===== src/rtl/core/assert_macros.svh =====
// Concurrent assertion helpers shared by the RTL.
`ifndef ASSERT_MACROS_SVH
`define ASSERT_MACROS_SVH

`ifndef ASSERT_OFF
`define ASSERT_CLK(lbl, clk, rst_n, prop, msg) \
    lbl: assert property (@(posedge clk) disable iff (!rst_n) prop) else $error(msg);
`define ASSERT_ALWAYS(lbl, clk, prop, msg) \
    lbl: assert property (@(posedge clk) prop) else $error(msg);
`else
`define ASSERT_CLK(lbl, clk, rst_n, prop, msg)
`define ASSERT_ALWAYS(lbl, clk, prop, msg)
`endif

`endif


===== src/rtl/core/nrs_pkg.sv =====
`default_nettype none

package nrs_pkg;

    localparam int MAX_RECTS  = 16;
    localparam int COORD_BITS = 12;
    localparam int COORD_MAX  = (1 << COORD_BITS) - 1;
    localparam int CNT_W      = $clog2(MAX_RECTS + 1);

    localparam int ALPHA_W    = 9;
    localparam int RADIUS_W   = 25;
    localparam int CFG_IDX_W  = 1;
    localparam int CFG_DATA_W = 25;

    localparam int Q_BITS  = 8;
    localparam int Q_HALF  = 1 << (Q_BITS - 1);
    localparam int Q_ROUND = (1 << Q_BITS) - 1;

    localparam logic [ALPHA_W-1:0]  GAIN_FULL        = ALPHA_W'(1 << Q_BITS);
    localparam logic [ALPHA_W-1:0]  SIZE_GAIN_OFFSET = ALPHA_W'(51);
    localparam logic [ALPHA_W-1:0]  ALPHA_RESET      = ALPHA_W'(128);
    localparam logic [RADIUS_W-1:0] RADIUS_RESET     = RADIUS_W'(900);

    localparam logic [CFG_IDX_W-1:0] REG_ALPHA  = CFG_IDX_W'(0);
    localparam logic [CFG_IDX_W-1:0] REG_RADIUS = CFG_IDX_W'(1);

    localparam int SQ_W    = 2 * COORD_BITS;
    localparam int DIST_W  = SQ_W + 1;
    localparam int CMP_W   = (DIST_W > RADIUS_W) ? DIST_W : RADIUS_W;
    localparam int RECT_W  = 4 * COORD_BITS;
    localparam int TDATA_W = ((RECT_W + 7) / 8) * 8;

    // x in the lowest bits
    typedef struct packed {
        logic [COORD_BITS-1:0] h;
        logic [COORD_BITS-1:0] w;
        logic [COORD_BITS-1:0] y;
        logic [COORD_BITS-1:0] x;
    } rect_t;

    typedef struct packed {
        logic rotate;
        logic swap;
        logic write;
    } cell_ctl_t;

endpackage

`default_nettype wire


===== src/rtl/core/nearest_rect_exponential_smoother_core.sv =====
`default_nettype none

// Rectangle tracker with exponential smoothing. Each input transaction with
// has_rect set is matched against the previous frame's rectangles (up to
// MAX_RECTS) by squared top-left corner distance and yields one output
// transaction; an input without a rectangle yields nothing and, with tlast,
// closes the frame. The previous-frame store is a ring of MAX_RECTS cells that
// rotates once past a single distance unit for every rectangle, whatever the
// store holds, and no new input is taken while a rectangle is in flight. A
// finished result sits in the output register while the next input is taken.
// Configuration writes are meant for idle periods.
module nearest_rect_exponential_smoother_core (
    input  wire logic                            aclk,
    input  wire logic                            aresetn,
    // configuration
    input  wire logic                            cfg_wr_en,
    input  wire logic [nrs_pkg::CFG_IDX_W-1:0]   cfg_index,
    input  wire logic [nrs_pkg::CFG_DATA_W-1:0]  cfg_wdata,
    // input stream
    input  wire logic                            s_tvalid,
    output logic                                 s_tready,
    input  wire logic [nrs_pkg::TDATA_W-1:0]     s_tdata,  // rect_x, rect_y, rect_w, rect_h
    input  wire logic [0:0]                      s_tuser,  // has_rect
    input  wire logic                            s_tlast,  // frame_last
    // result stream
    output logic                                 m_tvalid,
    input  wire logic                            m_tready,
    output logic      [nrs_pkg::TDATA_W-1:0]     m_tdata,  // out_x, out_y, out_w, out_h
    output logic      [1:0]                      m_tuser,  // matched, dropped
    output logic                                 m_tlast   // out_last
);
    import nrs_pkg::*;

    `include "assert_macros.svh"

    localparam logic [1:0] ST_IDLE   = 2'd0;
    localparam logic [1:0] ST_SEARCH = 2'd1;
    localparam logic [1:0] ST_MULT   = 2'd2;
    localparam logic [1:0] ST_FINISH = 2'd3;

    logic [1:0]          state_reg, state_next;
    logic [CNT_W-1:0]    idx_reg, idx_next;
    logic [CNT_W-1:0]    prev_count_reg, prev_count_next;
    logic [CNT_W-1:0]    next_count_reg, next_count_next;
    logic [ALPHA_W-1:0]  alpha_reg, alpha_next;
    logic [RADIUS_W-1:0] radius_reg, radius_next;

    rect_t               in_rect_reg, in_rect_next;
    logic                in_last_reg, in_last_next;

    logic                p_act_reg, p_act_next;
    logic                p_hit_reg, p_hit_next;
    rect_t               p_rect_reg, p_rect_next;
    logic [SQ_W-1:0]     sqx_reg, sqx_next;
    logic [SQ_W-1:0]     sqy_reg, sqy_next;

    logic                found_reg, found_next;
    logic [DIST_W-1:0]   best_reg, best_next;
    rect_t               best_rect_reg, best_rect_next;

    logic                m_tvalid_reg, m_tvalid_next;
    rect_t               out_rect_reg, out_rect_next;
    logic                out_matched_reg, out_matched_next;
    logic                out_dropped_reg, out_dropped_next;
    logic                out_last_reg, out_last_next;

    logic                in_accept;
    logic                idle_swap;
    logic                rotate;
    logic                out_free;
    logic                fin_go;
    logic                room;
    logic                store_go;
    logic                swap_go;
    rect_t               s_rect;
    rect_t               head;
    rect_t               blended;
    rect_t               result_rect;
    logic [ALPHA_W-1:0]  pos_gain;
    logic [ALPHA_W-1:0]  size_gain;

    logic signed [COORD_BITS:0]     dx, dy;
    logic signed [2*COORD_BITS+1:0] sqx_full, sqy_full;
    logic [DIST_W-1:0]              dist_sum;
    logic                           in_range;
    logic                           closer;
    logic                           upd;

    rect_t     ring [MAX_RECTS];
    cell_ctl_t ctl  [MAX_RECTS];

    // handshake and control
    assign s_tready  = (state_reg == ST_IDLE);
    assign in_accept = s_tvalid && s_tready;
    assign s_rect    = rect_t'(s_tdata[RECT_W-1:0]);
    assign idle_swap = in_accept && !s_tuser[0] && s_tlast;
    assign rotate    = (state_reg == ST_SEARCH) && (idx_reg != CNT_W'(MAX_RECTS));
    assign out_free  = !m_tvalid_reg || m_tready;
    assign fin_go    = (state_reg == ST_FINISH) && out_free;
    assign room      = next_count_reg < CNT_W'(MAX_RECTS);
    assign store_go  = fin_go && room;
    assign swap_go   = idle_swap || (fin_go && in_last_reg);

    // store ring
    genvar g;
    generate
        for (g = 0; g < MAX_RECTS; g++) begin : g_cell
            assign ctl[g].rotate = rotate;
            assign ctl[g].swap   = swap_go;
            assign ctl[g].write  = store_go && (next_count_reg == CNT_W'(g));

            nrs_cell u_cell (
                .aclk     (aclk),
                .ctl      (ctl[g]),
                .rot_in   (ring[(g + 1) % MAX_RECTS]),
                .wr_data  (result_rect),
                .prev_out (ring[g])
            );
        end
    endgenerate

    assign head = ring[0];

    // distance, stage 1: squares
    always_comb begin
        dx          = $signed({1'b0, in_rect_reg.x}) - $signed({1'b0, head.x});
        dy          = $signed({1'b0, in_rect_reg.y}) - $signed({1'b0, head.y});
        sqx_full    = dx * dx;
        sqy_full    = dy * dy;
        sqx_next    = sqx_full[SQ_W-1:0];
        sqy_next    = sqy_full[SQ_W-1:0];
        p_act_next  = rotate;
        p_hit_next  = idx_reg < prev_count_reg;
        p_rect_next = head;
    end

    // distance, stage 2: compare and keep the earliest strict minimum
    always_comb begin
        dist_sum = {1'b0, sqx_reg} + {1'b0, sqy_reg};
        in_range = CMP_W'(dist_sum) < CMP_W'(radius_reg);
        closer   = !found_reg || (dist_sum < best_reg);
        upd      = p_act_reg && p_hit_reg && in_range && closer;
    end

    // gains
    always_comb begin
        pos_gain  = (alpha_reg > GAIN_FULL) ? GAIN_FULL : alpha_reg;
        size_gain = (pos_gain > SIZE_GAIN_OFFSET) ? (pos_gain - SIZE_GAIN_OFFSET) : '0;
    end

    nrs_blend u_blend_x (
        .aclk   (aclk),
        .load   (state_reg == ST_MULT),
        .stored (best_rect_reg.x),
        .fresh  (in_rect_reg.x),
        .gain   (pos_gain),
        .result (blended.x)
    );

    nrs_blend u_blend_y (
        .aclk   (aclk),
        .load   (state_reg == ST_MULT),
        .stored (best_rect_reg.y),
        .fresh  (in_rect_reg.y),
        .gain   (pos_gain),
        .result (blended.y)
    );

    nrs_blend u_blend_w (
        .aclk   (aclk),
        .load   (state_reg == ST_MULT),
        .stored (best_rect_reg.w),
        .fresh  (in_rect_reg.w),
        .gain   (size_gain),
        .result (blended.w)
    );

    nrs_blend u_blend_h (
        .aclk   (aclk),
        .load   (state_reg == ST_MULT),
        .stored (best_rect_reg.h),
        .fresh  (in_rect_reg.h),
        .gain   (size_gain),
        .result (blended.h)
    );

    assign result_rect = found_reg ? blended : in_rect_reg;

    // next-state logic
    always_comb begin
        state_next       = state_reg;
        idx_next         = idx_reg;
        prev_count_next  = prev_count_reg;
        next_count_next  = next_count_reg;
        alpha_next       = alpha_reg;
        radius_next      = radius_reg;
        in_rect_next     = in_rect_reg;
        in_last_next     = in_last_reg;
        found_next       = found_reg;
        best_next        = best_reg;
        best_rect_next   = best_rect_reg;
        out_rect_next    = out_rect_reg;
        out_matched_next = out_matched_reg;
        out_dropped_next = out_dropped_reg;
        out_last_next    = out_last_reg;
        m_tvalid_next    = m_tready ? 1'b0 : m_tvalid_reg;

        if (cfg_wr_en) begin
            case (cfg_index)
                REG_ALPHA:  alpha_next  = cfg_wdata[ALPHA_W-1:0];
                REG_RADIUS: radius_next = cfg_wdata[RADIUS_W-1:0];
                default: ;
            endcase
        end

        if (upd) begin
            found_next     = 1'b1;
            best_next      = dist_sum;
            best_rect_next = p_rect_reg;
        end

        case (state_reg)
            ST_IDLE: begin
                if (in_accept && s_tuser[0]) begin
                    state_next   = ST_SEARCH;
                    idx_next     = '0;
                    found_next   = 1'b0;
                    in_rect_next = s_rect;
                    in_last_next = s_tlast;
                end
            end
            ST_SEARCH: begin
                if (idx_reg == CNT_W'(MAX_RECTS)) begin
                    state_next = ST_MULT;
                end else begin
                    idx_next = idx_reg + CNT_W'(1);
                end
            end
            ST_MULT: begin
                state_next = ST_FINISH;
            end
            ST_FINISH: begin
                if (fin_go) begin
                    state_next       = ST_IDLE;
                    m_tvalid_next    = 1'b1;
                    out_rect_next    = result_rect;
                    out_matched_next = found_reg;
                    out_dropped_next = !room;
                    out_last_next    = in_last_reg;
                end
            end
            default: begin
                state_next = ST_IDLE;
            end
        endcase

        if (store_go) begin
            next_count_next = next_count_reg + CNT_W'(1);
        end
        if (swap_go) begin
            prev_count_next = next_count_reg + CNT_W'(store_go);
            next_count_next = '0;
        end
    end

    always_ff @(posedge aclk) begin
        if (!aresetn) begin
            state_reg      <= ST_IDLE;
            idx_reg        <= '0;
            prev_count_reg <= '0;
            next_count_reg <= '0;
            alpha_reg      <= ALPHA_RESET;
            radius_reg     <= RADIUS_RESET;
            p_act_reg      <= 1'b0;
            found_reg      <= 1'b0;
            m_tvalid_reg   <= 1'b0;
        end else begin
            state_reg      <= state_next;
            idx_reg        <= idx_next;
            prev_count_reg <= prev_count_next;
            next_count_reg <= next_count_next;
            alpha_reg      <= alpha_next;
            radius_reg     <= radius_next;
            p_act_reg      <= p_act_next;
            found_reg      <= found_next;
            m_tvalid_reg   <= m_tvalid_next;
        end
    end

    always_ff @(posedge aclk) begin
        in_rect_reg     <= in_rect_next;
        in_last_reg     <= in_last_next;
        p_hit_reg       <= p_hit_next;
        p_rect_reg      <= p_rect_next;
        sqx_reg         <= sqx_next;
        sqy_reg         <= sqy_next;
        best_reg        <= best_next;
        best_rect_reg   <= best_rect_next;
        out_rect_reg    <= out_rect_next;
        out_matched_reg <= out_matched_next;
        out_dropped_reg <= out_dropped_next;
        out_last_reg    <= out_last_next;
    end

    // outputs
    assign m_tvalid = m_tvalid_reg;
    assign m_tdata  = TDATA_W'(out_rect_reg);
    assign m_tuser  = {out_dropped_reg, out_matched_reg};
    assign m_tlast  = out_last_reg;

    `ASSERT_ALWAYS(a_reset_idle, aclk, (!aresetn) |=> (state_reg == ST_IDLE), "not idle after reset")
    `ASSERT_CLK(a_next_cnt, aclk, aresetn, next_count_reg <= CNT_W'(MAX_RECTS), "next count overflow")
    `ASSERT_CLK(a_prev_cnt, aclk, aresetn, prev_count_reg <= CNT_W'(MAX_RECTS), "prev count overflow")
    `ASSERT_CLK(a_search_len, aclk, aresetn, (state_reg == ST_MULT) |-> ($past(idx_reg) == CNT_W'(MAX_RECTS) && !p_act_reg), "search ended early")
    `ASSERT_CLK(a_best_range, aclk, aresetn, (state_reg == ST_FINISH && found_reg) |-> (CMP_W'(best_reg) < CMP_W'(radius_reg)), "match outside radius")

endmodule

`default_nettype wire


===== src/rtl/core/nrs_cell.sv =====
`default_nettype none

// One slot of the rectangle store: previous-frame entry on the rotating ring,
// current-frame entry filled in place and copied over at frame end.
module nrs_cell (
    input  wire logic              aclk,
    input  wire nrs_pkg::cell_ctl_t ctl,
    input  wire nrs_pkg::rect_t     rot_in,
    input  wire nrs_pkg::rect_t     wr_data,
    output nrs_pkg::rect_t          prev_out
);
    import nrs_pkg::*;

    rect_t prev_reg;
    rect_t prev_next;
    rect_t next_reg;
    rect_t next_next;

    always_comb begin
        prev_next = prev_reg;
        if (ctl.swap) begin
            prev_next = ctl.write ? wr_data : next_reg;
        end else if (ctl.rotate) begin
            prev_next = rot_in;
        end
        next_next = ctl.write ? wr_data : next_reg;
    end

    always_ff @(posedge aclk) begin
        prev_reg <= prev_next;
        next_reg <= next_next;
    end

    assign prev_out = prev_reg;

endmodule

`default_nettype wire


===== src/rtl/core/nrs_blend.sv =====
`default_nettype none

// stored + round(gain * (fresh - stored) / 256), rounded half up then
// truncated toward zero, clamped to the coordinate range.
module nrs_blend (
    input  wire logic                           aclk,
    input  wire logic                           load,
    input  wire logic [nrs_pkg::COORD_BITS-1:0] stored,
    input  wire logic [nrs_pkg::COORD_BITS-1:0] fresh,
    input  wire logic [nrs_pkg::ALPHA_W-1:0]    gain,
    output logic      [nrs_pkg::COORD_BITS-1:0] result
);
    import nrs_pkg::*;

    localparam int DIFF_W = COORD_BITS + 1;
    localparam int PROD_W = ALPHA_W + 1 + DIFF_W;

    logic signed [DIFF_W-1:0]  diff;
    logic signed [PROD_W-1:0]  prod;
    logic signed [PROD_W-1:0]  prod_reg;
    logic signed [PROD_W-1:0]  prod_next;
    logic [COORD_BITS-1:0]     stored_reg;
    logic [COORD_BITS-1:0]     stored_next;
    logic signed [PROD_W-1:0]  rnd;
    logic signed [PROD_W-1:0]  biased;
    logic signed [PROD_W-1:0]  step;
    logic signed [PROD_W-1:0]  stored_ext;
    logic signed [PROD_W-1:0]  sum;

    assign diff = $signed({1'b0, fresh}) - $signed({1'b0, stored});
    assign prod = $signed({1'b0, gain}) * diff;

    always_comb begin
        prod_next   = load ? prod : prod_reg;
        stored_next = load ? stored : stored_reg;
    end

    always_ff @(posedge aclk) begin
        prod_reg   <= prod_next;
        stored_reg <= stored_next;
    end

    always_comb begin
        rnd        = prod_reg + PROD_W'(Q_HALF);
        biased     = rnd[PROD_W-1] ? (rnd + PROD_W'(Q_ROUND)) : rnd;
        step       = biased >>> Q_BITS;
        stored_ext = $signed({{(PROD_W - COORD_BITS){1'b0}}, stored_reg});
        sum        = stored_ext + step;
        if (sum[PROD_W-1]) begin
            result = '0;
        end else if ($unsigned(sum) > PROD_W'(COORD_MAX)) begin
            result = '1;
        end else begin
            result = sum[COORD_BITS-1:0];
        end
    end

endmodule

`default_nettype wire

===== config.mk =====
export PLATFORM = sky130hd
export DESIGN_NAME = nearest_rect_exponential_smoother_core
export DESIGN_NICKNAME = d
export VERILOG_FILES = /design/src/rtl/core/nrs_pkg.sv /design/src/rtl/core/nearest_rect_exponential_smoother_core.sv /design/src/rtl/core/nrs_cell.sv /design/src/rtl/core/nrs_blend.sv
export VERILOG_INCLUDE_DIRS = /design/src /design/src/rtl/core
export SDC_FILE = /design/constraint.sdc
export NUM_CORES = 2
export LEC_CHECK = 0
export BUFFER_PORTS_ARGS = -buffer_cell sky130_fd_sc_hd__buf_2
export CAP_MARGIN = 20
export CORE_MARGIN = 10
export CORE_UTILIZATION = 45
export CTS_BUF_LIST = sky130_fd_sc_hd__clkbuf_16
export CTS_CLUSTER_SIZE = 8
export DETAILED_ROUTE_END_ITERATION = 7
export PLACE_DENSITY = 0.7
export SLEW_MARGIN = 15
export SYNTH_ARGS = -nofsm -noshare
export SYNTH_HDL_FRONTEND = slang
export SYNTH_SLANG_ARGS = --single-unit
export TNS_END_PERCENT = 30

===== constraint.sdc =====
create_clock -name aclk -period 29.9 [get_ports aclk]
set_input_delay 2.99 -clock aclk [delete_from_list [all_inputs] [get_ports aclk]]
set_output_delay 2.99 -clock aclk [all_outputs]
set_load 0.005 [all_outputs]

==> metrics.md <==
| Metric | Value |
|---|---|
| Initial drt markers | 6925 |
| RSZ-0062 raised after global routing | false |
| Synth unique cells | 104 |
| Hold Startpoint | g_cell[0].u_cell.prev_out[38] |
| Clock skew | 0.0836 ns |
| Antenna violations before repair | 15 |
| Pin count of the biggest net entering global routing | 197 |
| Status | finished clean |
| Num rows | 183 |
| FF+latch area | roughly 51000 µm² |
| Kind of critical path | reg2reg |
| WL final | 303 mm |
| Slew @ Worst Pin | 1.19 ns |
| Reg2Reg Setup Slack | 20.42 ns |
| Setup_tns | 0 ns |
| Critical Path AT | roughly 10 ns |
| CP required | 30.73 ns |
| Routed len/inst | 20.9 µm |
| Gates resized, CTS repair | 0 |
| FMAX | 0.105 GHz |
| Post-DP HPWL | 211 mm |
| Async SR Flop Fraction | 0 |
| Die width | 519 µm |
| R2R depth | 29 |
| Fin crit share | 0.317 |
| Worst hold path depth | 0 |
| CP peak stage delay | 0.64 ns |
| Gr ovfl total | 0 |
| Vias | 80200 |
| DRC | 0 |
| CTS buffer count | roughly 310 |
| RR Endpoint | sqx_reg[21] |
| Clock Pin Slew Worst Setup and Hold Paths | 0.05 ns |
| Most used cell, CP | fa_1 |
| Final Max Tran Viols | 0 |
| H-tree depth | 5 |
| Fin nets | 12200 |
| Max cap viols | 0 |
| Final min period | between 9 and 10 ns |
| First-pass GRT wire length | around 470 mm |
| Relative slew slack | 0.204 |
| Synth Cell Area | 112000 µm² |
| Multi-input logic area | 54800 µm² |
| Core area | about 250000 µm² |
| Layout cell share with drive strength beyond 1 | 0.101 |
| CTS tree | done |
| Buf+Inv Stages, Crit Path | 5 |
| Worst setup EP type | flip-flop |
| Main synth FF type | edfxtp_1 |
| Synth Net Count | 12200 |
| Post-CTS setup buffer count | 0 |
| Syn_area_per_cell | 10.3 µm² |
| Crit start category | flip-flop |
| Register area share after synthesis | 0.453 |
| CTS max path bufs | 4 |
| Worst-Skew Late Latency | 0.95 ns |
| CP delay by family, top | adder cells |
| Chip Height | 519 µm |
| Final-report hold violation count | 0 |
| Slowest-stage cell, CP | o41ai_1 |
| PortBufs | 133 |
| Root Buffer | clkbuf_16 |
| Reg2reg start | g_cell[0].u_cell.prev_out[0] |
| Post-CTS Hold Fix Bufs | 0 |
| GRT Overall Usage | 0.218 |
| Die area | 270000 µm² |
| Post-Syn Instances | 10900 |
| Hold Path Sink | p_rect_reg[38] |
| EDFF count, synth | 1081 |
| GP Congestion | 0.915 |
| DR pass1 iterations | 8 |
| FILL cells | 21800 |
| Worst-path fanout max | 10 |
| Initial core utilization | 0.451 |
| I/O Pins | 134 |
| # setup viols final | 0 |
| Post-route ant nets | 0 |
| Yosys Warn Count | 0 |
| Via density | ~5.5 |
| Vias in the first global route | 81700 |
| CTS sink cnt | 1998 |
| Seq cells post-synth | 1998 |
| Worst Hold Class | reg2reg |
| Area Overhead vs Synth | 11.5% |
## placed cells by master (no fill, tap or decap), types with 17 or more instances in the layout
master / synthesis / routed
o21a_1: 64 / 64
or3_1: 63 / 63
nand2b_1: 53 / 52
nand2_1: 1312 / 1310
edfxtp_1: 1081 / 1081
dfxtp_1: 917 / 916
nand3_1: 74 / 62
a21boi_0: 52 / 52
fa_1: 684 / 684
nor3_1: 107 / 101
o22ai_1: 199 / 198
buf_2: 37 / 133
a21o_1: 87 / 87
or4_1: 17 / 17
clkbuf_16: 0 / 314
a21oi_1: 674 / 673
and3_1: 161 / 161
buf_4: 9 / 143
a31oi_1: 110 / 110
inv_1: 1215 / 1398
or2_2: 22 / 22
o21ai_0: 887 / 885
nand4_1: 28 / 28
a211oi_1: 20 / 20
xor2_1: 101 / 101
nor4_1: 19 / 19
o21bai_1: 23 / 23
xnor2_1: 273 / 272
ha_1: 547 / 546
o21ai_2: 92 / 93
o31ai_1: 19 / 18
o21ai_1: 25 / 26
nor2_1: 646 / 640
mux2_2: 304 / 304
and2_1: 85 / 84
nor2b_1: 79 / 77
o211ai_1: 26 / 26
o311ai_0: 35 / 35
## layer usage
layer  track usage  vias up  part of all wire
met1         0.282    39500              0.41
met3        0.0379      596             0.068
li1              -    37300                 -
met5             0        -          0.000063
met4        0.0931        2             0.044
met2         0.361     2763              0.47
## through the flow
stage          hold slack, ns   util  instances  setup slack [ns]  instance area (µm²)
6_report                0.349  0.503      14500             20.42               125000
2_1_floorplan           0.343      -      10900              6.18               112000
3_3_place_gp            0.355  0.468      14000             20.70               116000
4_1_cts                 0.354  0.503      14500             20.45               125000
3_5_place_dp            0.362  0.468      14000             20.55               116000
5_1_grt                 0.367  0.503      14500             19.88               125000
## cells in the mapped netlist, types with 92 or more instances
| cell | count | area share |
|---|---|---|
| fa_1 | 684 | 0.12 |
| nor3_1 | 107 | 0.0048 |
| o21ai_0 | 887 | 0.040 |
| xnor2_1 | 273 | 0.021 |
| nor2_1 | 646 | 0.022 |
| mux2_2 | 304 | 0.031 |
| nand2_1 | 1312 | 0.044 |
| edfxtp_1 | 1081 | 0.29 |
| inv_1 | 1215 | 0.041 |
| and3_1 | 161 | 0.0090 |
| a31oi_1 | 110 | 0.0061 |
| o22ai_1 | 199 | 0.011 |
| clkbuf_1 | 494 | 0.017 |
| dfxtp_1 | 917 | 0.16 |
| ha_1 | 547 | 0.061 |
| o21ai_2 | 92 | 0.0072 |
| a21oi_1 | 674 | 0.030 |
| xor2_1 | 101 | 0.0079 |
## cells by family after synthesis
| family | count (synthesis) | share of synthesized area |
|---|---|---|
| and+or+nand+nor | 2730 | 0.108 |
| AOI/OAI and AO/OA | 2475 | 0.133 |
| DFF | 1998 | 0.453 |
| buffers and inverters | 1805 | 0.0622 |
| adders and majority gates | 1232 | 0.183 |
| xor gates and xnor gates | 374 | 0.0292 |
| muxes | 309 | 0.0310 |
## layout make-up
cell class	count	share of cell area
sequential	1998	0.406
timing repair buffer	284	0.0153
clock inverter	202	0.00706
inverter	1224	0.0368
clock buffer	314	0.0628
multi-input combinational	7120	0.438
tap	3330	0.0333
antenna	12	0.000240
## worst max path at each step
stage                                        end  cells past startpoint                          from
floorplan           g_cell[0].u_cell.prev_out[0]                      9                      m_tready
detailed placement                   sqx_reg[21]                     30                in_rect_reg[0]
finish                               sqx_reg[21]                     29  g_cell[0].u_cell.prev_out[0]
global placement                     sqy_reg[23]                     30               in_rect_reg[12]
global route                         sqy_reg[23]                     30               in_rect_reg[12]
CTS                                  sqx_reg[21]                     30                in_rect_reg[0]
Power is left out: the tool's default activity adds up to more than one toggle a clock period on the data nets, which glitch-free logic cannot reach.
